===== src/rtl/core/assert_macros.svh =====
// Assertion helpers for the RTL files, used by hsl_ctrl.
`ifndef ASSERT_MACROS_SVH
`define ASSERT_MACROS_SVH

// Check that cond holds at every clock edge outside reset.
`define ASSERT_ALWAYS(lbl, clk, rst_n, cond, msg) \
	lbl: assert property (@(posedge clk) disable iff (!rst_n) (cond)) else $error(msg);

// Check an implication that may reach into later cycles.
`define ASSERT_SEQ(lbl, clk, rst_n, prop, msg) \
	lbl: assert property (@(posedge clk) disable iff (!rst_n) prop) else $error(msg);

`endif


===== src/rtl/core/hsl_pkg.sv =====
`default_nettype none

package hsl_pkg;

	// Datapath widths
	localparam int CH_W  = 8;   // channel byte
	localparam int QP_W  = 16;  // q, p and q-p in units of 1/65025
	localparam int POS_W = 14;  // hue position in units of 1/12288 turn
	localparam int WT_W  = 12;  // ramp weight, 0..2048

	// Hue positions, units of 1/12288 turn
	localparam logic [POS_W-1:0] TURN       = 14'd12288;
	localparam logic [POS_W-1:0] THIRD      = 14'd4096;
	localparam logic [POS_W-1:0] SIXTH      = 14'd2048;
	localparam logic [POS_W-1:0] HALF       = 14'd6144;
	localparam logic [POS_W-1:0] TWO_THIRDS = 14'd8192;

	// Per-stage load strobes from the pipeline control
	typedef struct packed {
		logic s1;
		logic s2;
		logic s3;
		logic s4;
		logic s5;
	} hsl_load_t;

endpackage

`default_nettype wire


===== src/rtl/core/hsl_ctrl.sv =====
`default_nettype none

`include "assert_macros.svh"

module hsl_ctrl (
	input  wire logic              clk,
	input  wire logic              arst_n,
	input  wire logic              in_valid,
	output logic                   in_ready,
	output logic                   out_valid,
	input  wire logic              out_ready,
	output hsl_pkg::hsl_load_t     load
);

	logic vld_s1, vld_s2, vld_s3, vld_s4, vld_s5;
	logic rdy1, rdy2, rdy3, rdy4, rdy5;

	// A stage takes a new item when it is empty or its item moves on
	assign rdy5 = !vld_s5 || out_ready;
	assign rdy4 = !vld_s4 || rdy5;
	assign rdy3 = !vld_s3 || rdy4;
	assign rdy2 = !vld_s2 || rdy3;
	assign rdy1 = !vld_s1 || rdy2;

	assign in_ready  = rdy1;
	assign out_valid = vld_s5;

	assign load.s1 = rdy1 && in_valid;
	assign load.s2 = rdy2 && vld_s1;
	assign load.s3 = rdy3 && vld_s2;
	assign load.s4 = rdy4 && vld_s3;
	assign load.s5 = rdy5 && vld_s4;

	always_ff @(posedge clk or negedge arst_n) begin
		if (!arst_n) begin
			vld_s1 <= 1'b0;
			vld_s2 <= 1'b0;
			vld_s3 <= 1'b0;
			vld_s4 <= 1'b0;
			vld_s5 <= 1'b0;
		end else begin
			if (rdy1) vld_s1 <= in_valid;
			if (rdy2) vld_s2 <= vld_s1;
			if (rdy3) vld_s3 <= vld_s2;
			if (rdy4) vld_s4 <= vld_s3;
			if (rdy5) vld_s5 <= vld_s4;
		end
	end

	`ASSERT_ALWAYS(a_empty_s1_ready, clk, arst_n, !vld_s1 -> in_ready, "stage 1 empty but input stalled")
	`ASSERT_SEQ(a_accept_fills_s1, clk, arst_n, (in_valid && in_ready) |=> vld_s1, "accepted item lost at stage 1")
	`ASSERT_SEQ(a_drain_empty, clk, arst_n, (out_valid && out_ready && !vld_s4) |=> !out_valid, "result repeated after delivery")

endmodule

`default_nettype wire


===== src/rtl/core/hsl_front.sv =====
`default_nettype none

module hsl_front (
	input  wire logic                          clk,
	input  wire hsl_pkg::hsl_load_t            load,
	input  wire logic [11:0]                   hue,
	input  wire logic [hsl_pkg::CH_W-1:0]      saturation,
	input  wire logic [hsl_pkg::CH_W-1:0]      lightness,
	output logic      [hsl_pkg::QP_W-1:0]      p,
	output logic      [hsl_pkg::QP_W-1:0]      d,
	output logic      [hsl_pkg::WT_W-1:0]      x_red,
	output logic      [hsl_pkg::WT_W-1:0]      x_green,
	output logic      [hsl_pkg::WT_W-1:0]      x_blue
);

	// Ramp weight: rising over the first sixth, flat to one half,
	// falling to two thirds, zero beyond.
	function automatic logic [hsl_pkg::WT_W-1:0] ramp_weight(
		input logic [hsl_pkg::POS_W-1:0] tt
	);
		logic [hsl_pkg::POS_W-1:0] fall;
		fall = hsl_pkg::TWO_THIRDS - tt;
		if (tt < hsl_pkg::SIXTH)
			return tt[hsl_pkg::WT_W-1:0];
		else if (tt < hsl_pkg::HALF)
			return hsl_pkg::SIXTH[hsl_pkg::WT_W-1:0];
		else if (tt < hsl_pkg::TWO_THIRDS)
			return fall[hsl_pkg::WT_W-1:0];
		else
			return '0;
	endfunction

	logic [15:0] ls, l255, s255;
	logic [16:0] q_lo, q_hi;
	logic [15:0] q_c;
	logic [13:0] h3, t_r, t_b;
	logic [14:0] t_r_raw;
	logic [16:0] l510, p_c;

	logic [15:0] q_s1;
	logic [7:0]  l_s1;
	logic [13:0] t_r_s1, t_g_s1, t_b_s1;

	// Stage 1: q and the three hue positions
	assign ls   = {8'b0, lightness} * {8'b0, saturation};
	assign l255 = {lightness, 8'b0} - {8'b0, lightness};
	assign s255 = {saturation, 8'b0} - {8'b0, saturation};
	assign q_lo = {1'b0, l255} + {1'b0, ls};
	assign q_hi = {1'b0, l255} + {1'b0, s255} - {1'b0, ls};
	assign q_c  = lightness[7] ? q_hi[15:0] : q_lo[15:0];

	assign h3      = {1'b0, hue, 1'b0} + {2'b0, hue};
	assign t_r_raw = {1'b0, h3} + {1'b0, hsl_pkg::THIRD};
	// Wrap only above a full turn; exactly one turn stays and reads as p
	assign t_r = (t_r_raw > {1'b0, hsl_pkg::TURN}) ?
		14'(t_r_raw - {1'b0, hsl_pkg::TURN}) : t_r_raw[13:0];
	assign t_b = (h3 < hsl_pkg::THIRD) ? (h3 + hsl_pkg::TWO_THIRDS) : (h3 - hsl_pkg::THIRD);

	always_ff @(posedge clk) begin
		if (load.s1) begin
			q_s1   <= q_c;
			l_s1   <= lightness;
			t_r_s1 <= t_r;
			t_g_s1 <= h3;
			t_b_s1 <= t_b;
		end
	end

	// Stage 2: p = 2L - q, slope q - p, ramp weights
	assign l510 = {l_s1, 9'b0} - {8'b0, l_s1, 1'b0};
	assign p_c  = l510 - {1'b0, q_s1};

	always_ff @(posedge clk) begin
		if (load.s2) begin
			p       <= p_c[15:0];
			d       <= q_s1 - p_c[15:0];
			x_red   <= ramp_weight(t_r_s1);
			x_green <= ramp_weight(t_g_s1);
			x_blue  <= ramp_weight(t_b_s1);
		end
	end

endmodule

`default_nettype wire


===== src/rtl/core/hsl_chan.sv =====
`default_nettype none

module hsl_chan (
	input  wire logic                          clk,
	input  wire hsl_pkg::hsl_load_t            load,
	input  wire logic [hsl_pkg::QP_W-1:0]      p,
	input  wire logic [hsl_pkg::QP_W-1:0]      d,
	input  wire logic [hsl_pkg::WT_W-1:0]      x,
	output logic      [hsl_pkg::CH_W-1:0]      level
);

	logic [27:0] prod_s3;
	logic [15:0] p_s3;
	logic [15:0] v_s4;
	logic [27:0] num;
	logic [16:0] quo_sum;
	logic [8:0]  quo;

	// Stage 3: slope times weight
	always_ff @(posedge clk) begin
		if (load.s3) begin
			prod_s3 <= {12'b0, d} * {16'b0, x};
			p_s3    <= p;
		end
	end

	// Stage 4: ramp value in 1/65025 units (drop the 1/2048 weight scale)
	assign num = {1'b0, p_s3, 11'b0} + prod_s3;

	always_ff @(posedge clk) begin
		if (load.s4) v_s4 <= num[26:11];
	end

	// Stage 5: floor divide by 255, exact for values up to 65279
	// (the ramp value never exceeds 65025)
	assign quo_sum = {1'b0, v_s4} + 17'd1 + {9'b0, v_s4[15:8]};
	assign quo     = quo_sum[16:8];

	always_ff @(posedge clk) begin
		if (load.s5) level <= quo[8] ? 8'hFF : quo[7:0];
	end

endmodule

`default_nettype wire


===== src/rtl/core/hsl_to_rgb.sv =====
//  channel | handshake             | payload
//  --------+-----------------------+------------------------------------------
//  hsl     | hsl_valid / hsl_ready | hue[11:0] saturation lightness alpha_in
//  rgb     | rgb_valid / rgb_ready | red green blue alpha_out
//
//  Five register stages; an accepted pixel passes stages 1 to 5 in order to reach rgb.
//  One pixel enters per cycle unless rgb stalls and the stages fill up; the rate is set by the stage handshake alone.
//  Reset clears only the stage valid bits; data registers start undefined.
//  Each stage holds its item while the next is full and stalled, so a stall on rgb backs
//  up one stage at a time and bubbles are squeezed out before hsl stalls.
`default_nettype none

module hsl_to_rgb (
	input  wire logic        clk,
	input  wire logic        arst_n,
	input  wire logic        hsl_valid,
	output logic             hsl_ready,
	input  wire logic [11:0] hue,
	input  wire logic [7:0]  saturation,
	input  wire logic [7:0]  lightness,
	input  wire logic [7:0]  alpha_in,
	output logic             rgb_valid,
	input  wire logic        rgb_ready,
	output logic      [7:0]  red,
	output logic      [7:0]  green,
	output logic      [7:0]  blue,
	output logic      [7:0]  alpha_out
);

	hsl_pkg::hsl_load_t load;

	logic [hsl_pkg::QP_W-1:0] p_s2, d_s2;
	logic [hsl_pkg::WT_W-1:0] x_red_s2, x_green_s2, x_blue_s2;

	logic [7:0] alpha_s1, alpha_s2, alpha_s3, alpha_s4;

	// Valid bits and per-stage load strobes
	hsl_ctrl u_ctrl (
		.clk       (clk),
		.arst_n    (arst_n),
		.in_valid  (hsl_valid),
		.in_ready  (hsl_ready),
		.out_valid (rgb_valid),
		.out_ready (rgb_ready),
		.load      (load)
	);

	// Stages 1-2: q, p and the ramp weights of the three hue positions.
	// Zero saturation needs no special path: q = p = 255*L there, the
	// slope is zero and every channel comes out as lightness.
	hsl_front u_front (
		.clk        (clk),
		.load       (load),
		.hue        (hue),
		.saturation (saturation),
		.lightness  (lightness),
		.p          (p_s2),
		.d          (d_s2),
		.x_red      (x_red_s2),
		.x_green    (x_green_s2),
		.x_blue     (x_blue_s2)
	);

	// Stages 3-5: one ramp evaluation and byte conversion per channel
	hsl_chan u_red (
		.clk   (clk),
		.load  (load),
		.p     (p_s2),
		.d     (d_s2),
		.x     (x_red_s2),
		.level (red)
	);

	hsl_chan u_green (
		.clk   (clk),
		.load  (load),
		.p     (p_s2),
		.d     (d_s2),
		.x     (x_green_s2),
		.level (green)
	);

	hsl_chan u_blue (
		.clk   (clk),
		.load  (load),
		.p     (p_s2),
		.d     (d_s2),
		.x     (x_blue_s2),
		.level (blue)
	);

	// Carry alpha alongside the color math
	always_ff @(posedge clk) begin
		if (load.s1) alpha_s1  <= alpha_in;
		if (load.s2) alpha_s2  <= alpha_s1;
		if (load.s3) alpha_s3  <= alpha_s2;
		if (load.s4) alpha_s4  <= alpha_s3;
		if (load.s5) alpha_out <= alpha_s4;
	end

endmodule

`default_nettype wire

===== config.mk =====
export PLATFORM = sky130hd
export DESIGN_NAME = hsl_to_rgb
export DESIGN_NICKNAME = d
export VERILOG_FILES = /design/src/rtl/core/hsl_pkg.sv /design/src/rtl/core/hsl_ctrl.sv /design/src/rtl/core/hsl_front.sv /design/src/rtl/core/hsl_chan.sv /design/src/rtl/core/hsl_to_rgb.sv
export VERILOG_INCLUDE_DIRS = /design/src /design/src/rtl/core
export SDC_FILE = /design/constraint.sdc
export NUM_CORES = 2
export LEC_CHECK = 0
export ABC_AREA = 1
export BUFFER_PORTS_ARGS = -buffer_cell sky130_fd_sc_hd__buf_2
export CORE_UTILIZATION = 29
export CTS_CLUSTER_DIAMETER = 30
export DETAILED_ROUTE_END_ITERATION = 8
export PLACE_DENSITY_LB_ADDON = 0.3
export SYNTH_ARGS = -nofsm -noshare
export SYNTH_HDL_FRONTEND = slang
export SYNTH_SLANG_ARGS = --single-unit

===== constraint.sdc =====
create_clock -name clk -period 5.4 [get_ports clk]
set_input_delay 0.54 -clock clk [delete_from_list [all_inputs] [get_ports clk]]
set_output_delay 0.54 -clock clk [all_outputs]
set_load 0.01 [all_outputs]

-- Word-level counts from Yosys, hierarchy flattened
Cells that the tools add are included.
- output and inout port bits: 34
- register bits: 348
- word-level logic and storage cells: 97
- $lt $le $gt $ge: 11
- $add $sub $neg: 25
- $mul: 4
- mux-type cells: 12
- reduce and logical (&&, ||, !) cells: 15
- operators with widths (operator ; number):
    $mux W12 ; 9
    $add A27 B27 Y27 ; 3
    $mul A16 B12 Y27 ; 3
    $lt A14 B13 Y1 const B ; 4
    $add A16 B1 Y17 const B ; 3
    $add A17 B8 Y17 ; 3
    $sub A16 B16 Y16 ; 3
    $lt A14 B12 Y1 const B ; 3
    $lt A14 B14 Y1 const B ; 3
    $sub A1 B12 Y12 const A ; 3
    $add A16 B16 Y16 ; 2
    $sub A16 B8 Y16 ; 2
    $mux W14 ; 2
    $mul A8 B8 Y16 ; 1
    $mux W16 ; 1
    $sub A16 B9 Y16 ; 1
    $add A14 B13 Y15 const B ; 1
    $gt A15 B14 Y1 const B ; 1
    $add A13 B12 Y14 ; 1
    $add A14 B14 Y14 const B ; 1
    $sub A14 B13 Y14 const B ; 1
    $sub A14 B14 Y14 const B ; 1
    $logic_and A1 B1 Y1 ; 5
    $logic_not A1 Y1 ; 5
    $logic_or A1 B1 Y1 ; 5

-- Depth between registers and ports, before layout
- depth in word-level cells: 7
- gate-level depth with buffers: 38

-- Hierarchy
A second synthesis with hierarchy kept.
- cells, all modules: 4775
- area total of the unflattened synthesis: 39571.7 µm²
- by module, submodules not included (module ; cells each ; instances ; area each (µm²)):
    hsl_chan (u_blue ...) ; 1131 ; 2 ; 9117.5
    hsl_front ; 1313 ; 1 ; 10797.9
    hsl_chan (u_red) ; 1132 ; 1 ; 9093.7
    hsl_to_rgb ; 40 ; 1 ; 1201.2
    hsl_ctrl ; 28 ; 1 ; 244.0

-- Worst setup path after synthesis
No wires, ideal clock.
- path kind: input -> register
- start point: in lightness[1]
- end point: reg u_front.q_s1[15] (data pin)
- setup time: 254 ps
- slack: -819 ps
- buffers on the path: 1
- stages on the path: 33
- arrival: 5965 ps
- path through: clkbuf_1 > nand2_1 > fa_1 > fa_1 > inv_1 > fa_1 > inv_1 > fa_1 > inv_1 > ha_1 > inv_1 > nor3_1 > nand2_1 > nand3_1 > nand3_1 > nand2_1 > nand3_1 > nand2_1 > nand2_1 > nand2_1 > inv_1 > ha_1 > fa_1 > inv_1 > ha_1 > nand2_1 > nor2_1 > nand2_1 > o211ai_1 > nor2_1 > nand3_1 > nand3_1 > nand2_1
- longest elaborated chain between the ends: 4
- elaborated cells on any way between the ends: 6
- those cells by class: 4 x add/sub; 1 x mul; 1 x mux
- RTL lines (what ; RTL line ; RTL):
    from (decl) ; hsl_to_rgb.sv:20 ; input wire logic [7:0] lightness,
    $sub A16 B8 Y16 ; hsl_front.sv:46 ; assign l255 = {lightness, 8'b0} - {8'b0, lightness};
    $add A16 B16 Y16 ; hsl_front.sv:49 ; assign q_hi = {1'b0, l255} + {1'b0, s255} - {1'b0, ls};
    $sub A16 B16 Y16 ; hsl_front.sv:49 ;
    $mux W16 * ; hsl_front.sv:50 ; assign q_c = lightness[7] ? q_hi[15:0] : q_lo[15:0];
    via u_front.q_c[15] ; hsl_front.sv:35 ; logic [15:0] q_c;
    to (signal assigned) ; hsl_front.sv:61 ; q_s1 <= q_c;
    to (decl) ; hsl_front.sv:40 ; logic [15:0] q_s1;
The timed path passes the listed nets; every way through them passes the cells marked *.
A chain may end at the register's enable or synchronous reset.

-- Worst setup path after layout
- start point: reg u_front.d[8] in the netlist's numbering
- end point: reg u_red.prod_s3[23] (data pin)
- longest elaborated chain between the ends: 1
- RTL lines (what ; RTL line ; RTL):
    from (decl) ; hsl_front.sv:10 ; output logic [hsl_pkg::QP_W-1:0] d,
    from (signal assigned) ; hsl_front.sv:76 ; d <= q_s1 - p_c[15:0];
    $mul A16 B12 Y27 ; hsl_chan.sv:22 ; prod_s3 <= {12'b0, d} * {16'b0, x};
    to (signal assigned) ; hsl_chan.sv:22 ;
    to (decl) ; hsl_chan.sv:12 ; logic [27:0] prod_s3;
No other way between the ends.

==> impl_metrics.toml <==
[outcome]
outcome = "finished clean"

[placed_design]
dp_slack_ns = -0.5792
port_buffers = 73
place_congestion = 0.8651
dp_hpwl_mm = 77.75

[drt]
via_per_inst = 4.501
drtIter0Drc = 1567
ant_nets = 0
drt_pass1_iterations = 7
vias = 29005
drc = 0
wl_per_cell_microns = 14.99
routed_wl_mm = 96.62

[cts]
clock_latency_ns = 0.64
cts_inserted_buffers = 79
cts_htree_levels = 3
clkSinkCount = 290
clock_path_buffers = 3
cts_tree = "yes"
cts_root_buffer = "clkbuf_16"
path_clk_slew_ns = 0.05

[timing]
drv_slew = 0
tightest_slew_ns = 0.9959
slew_headroom_pct = 33.61
period_minus_slack_ns = 5.258
hold_violations = 0
layout_setup_ws_ns = 0.1420
setup_viol = 0
finClkSkew_ns = 0.04114
fin_crit_sh_pct = 97.37
fin_tns_setup_ns = 0
fmax_mhz = 190.2
rsz0062_at_grt = "yes"

[critical_path]
crit_path_start_kind = "register"
path_cells = "buf_4 -> clkbuf_16 -> nand2_1 -> inv_1 -> fa_1 -> inv_1 -> fa_1 -> fa_1 -> fa_1 -> fa_1 -> inv_1 -> ha_1 -> nand2_1 -> nor2_1 -> inv_1 -> nor3_2 -> o2111ai_1 -> nand3_1 -> xor2_1"
crit_path_max_incr_delay_ns = 0.53
endpoint = "u_red.prod_s3[23]"
crit_path_frequent_cell = "fa_1"
worst_setup_path_end_kind = "register"
required_ns = 5.83
ff2ff_setup_slack_ns = 0.14
crit_path_max_fanout = 13
cpMaxStageDelayCell = "fa_1"
worstReg2RegEnd = "u_red.prod_s3[23]"
r2r_start = "u_front.d[8]"
critPathLaunch = "u_front.d[8]"
r2r_cells = 19
crit_arrival_ns = 5.69
criticalPathCategory = "register to register"

[grt]
grt_pass1_wl_mm = 158.9
grt_start_max_net_pins = 70
grt_antenna_before_repair = 0
grt_pass1_vias = 30803
gr-total-overflow = 0
track_usage_pct = 15.22

[synthesis]
async_reset_ff_share_pct = 1.724
ys_seq_area_share_pct = 23.33
synth-edff-count = 285
ys_seq_elements = 290
synth_flop_cell = "edfxtp_1"
ys_warn_count = 0
synth.distinct_cells = 57
syn-cell-area_sq_mm = 0.03722
syn_area_per_cell_sq_um = 8.416
synthCells = 4423

[floorplanning]
die-area_sq_mm = 0.1298
std_cell_rows = 131
die_y_microns = 360.3
start_util_pct = 29.19
core_area_sq_mm = 0.1275
pin_count = 74
die_x_microns = 360.3

[cells_and_area]
n_fill_cell = 13239
nets = 5591
multi_input_area_sq_mm = 0.02479
seq_area_sq_mm = 0.008683
syn_to_final_growth_pct = 20.04
diodes = 0
drive_gt1_share_pct = 12.61

[job]
cap_violations = 0

[min_path]
hp-class = "primary input to register"
kinds of logic (layout without fill, tap and decap cells):
kind of cell    after synthesis  count (layout)  synth area share, %
fa+ha+maj                   835             835                37.38
mux                           1               1              0.03025
other cells                   1              21              0.01007
buf+inv                    1154            1493                11.69
compound gates              456             456                7.012
flops                       290             290                23.33
xor+xnor                    160             160                3.765
simple gates               1526            1526                16.78
cell usage in the layout (no fill, tap or decap), types with 115 or more instances in the layout:
cell and instances:
a21oi_1 198, buf_4 219, edfxtp_1 285, fa_1 459, ha_1 355, inv_1 1004, nand2_1 1072, nand3_1 144
nor2_1 149, xor2_1 115
worst max-delay path, delay by kind of cell, from the launching register on:
kind	cells	cell delay [ns]
buffers and inverters	6	0.66
flip-flops	1	0.45
AO/OA/AOI/OAI	1	0.20
AND/OR/NAND/NOR	5	0.72
XOR/XNOR	1	0.24
adder cells (fa/ha/maj)	6	2.80
layout make-up:
type                            count  share of cell area [%]
Sequential cell                   290                   19.43
Clock buffer                       88                   4.500
Tap cell                         1662                   4.654
Inverter                         1032                   8.675
Timing Repair Buffer              314                   5.634
Multi-Input combinational cell   2999                   55.48
Clock inverter                     59                   1.619
how the worst min path moves through the flow:
stage | from | end | cells past startpoint
5_1_grt | alpha_in[7] | alpha_s1[7] | 1
6_report | alpha_in[7] | alpha_s1[7] | 1
4_1_cts | alpha_in[3] | alpha_s1[3] | 1
3_3_place_gp | arst_n | u_ctrl.out_valid | 1
2_1_floorplan | arst_n | u_ctrl.out_valid | 0
3_5_place_dp | arst_n | u_ctrl.out_valid | 1
Yosys cell counts, drive strengths merged (6+ instances only):
master      n  area [sq um]
a21oi     209          1061
o21bai     18         138.9
o21a        7         52.55
xor2      118          1033
inv      1032          3876
o21ai     132         709.4
xnor2      42         367.9
fa        462          9249
a31oi       6         37.54
a21o       27         202.7
nand3b     11         82.58
ha        373          4667
or2         7         43.80
nor3       35         190.2
o22ai      27         168.9
nor2      170         668.1
nand4      39         250.2
buf         8         46.30
edfxtp    285          8558
o31ai      10         75.07
nand3     153         780.8
o2111ai     6         52.55
nand2    1101          4155
clkbuf    114         429.2
state kept, by name, indices dropped and copies added (netlist names), 14 cells and up:
| signal | flops |
|---|---|
| u_front.t_b_s1 | 14 |
| u_front.q_s1 | 16 |
| u_red.prod_s3 | 16 |
| u_red.v_s4 | 16 |
| u_front.d | 15 |
| u_blue.prod_s3 | 16 |
| u_blue.v_s4 | 16 |
| u_green.prod_s3 | 16 |
| u_blue.p_s3 | 16 |
| u_front.p | 16 |
| u_green.v_s4 | 16 |
routing by layer:
layer  global-route usage [%]  share of wire, %  vias up
met5                        0                 0        -
met4                    3.938               2.0        0
met3                    1.832               3.2      123
met2                    27.90                51      468
met1                    18.69                44    14137
li1                         -                 -    14277
timing repair:
| action | in CTS | in global routing |
|---|---|---|
| buffers inserted | 0 | 10 |
| setup endpoints to repair | 0 | 16 |
| gates resized for setup | 0 | 98 |
| hold buffers | 1 | 0 |
| hold endpoints to repair | 5 | 0 |
through the flow:
step           std cells  instance area, sq um  hold slack [ns]  util [%]
3_3_place_gp        6285                 41480           0.3602     32.53
2_1_floorplan       4443                 37710           0.2444         -
4_1_cts             6433                 44230          0.04567     34.68
5_1_grt             6444                 44680          0.05296     35.04
6_report            6444                 44680          0.09156     35.04
3_5_place_dp        6285                 41480           0.3655     32.53
Power is not shown: default switching activity piles up to over one toggle a cycle in this logic, so the estimate is an artifact.
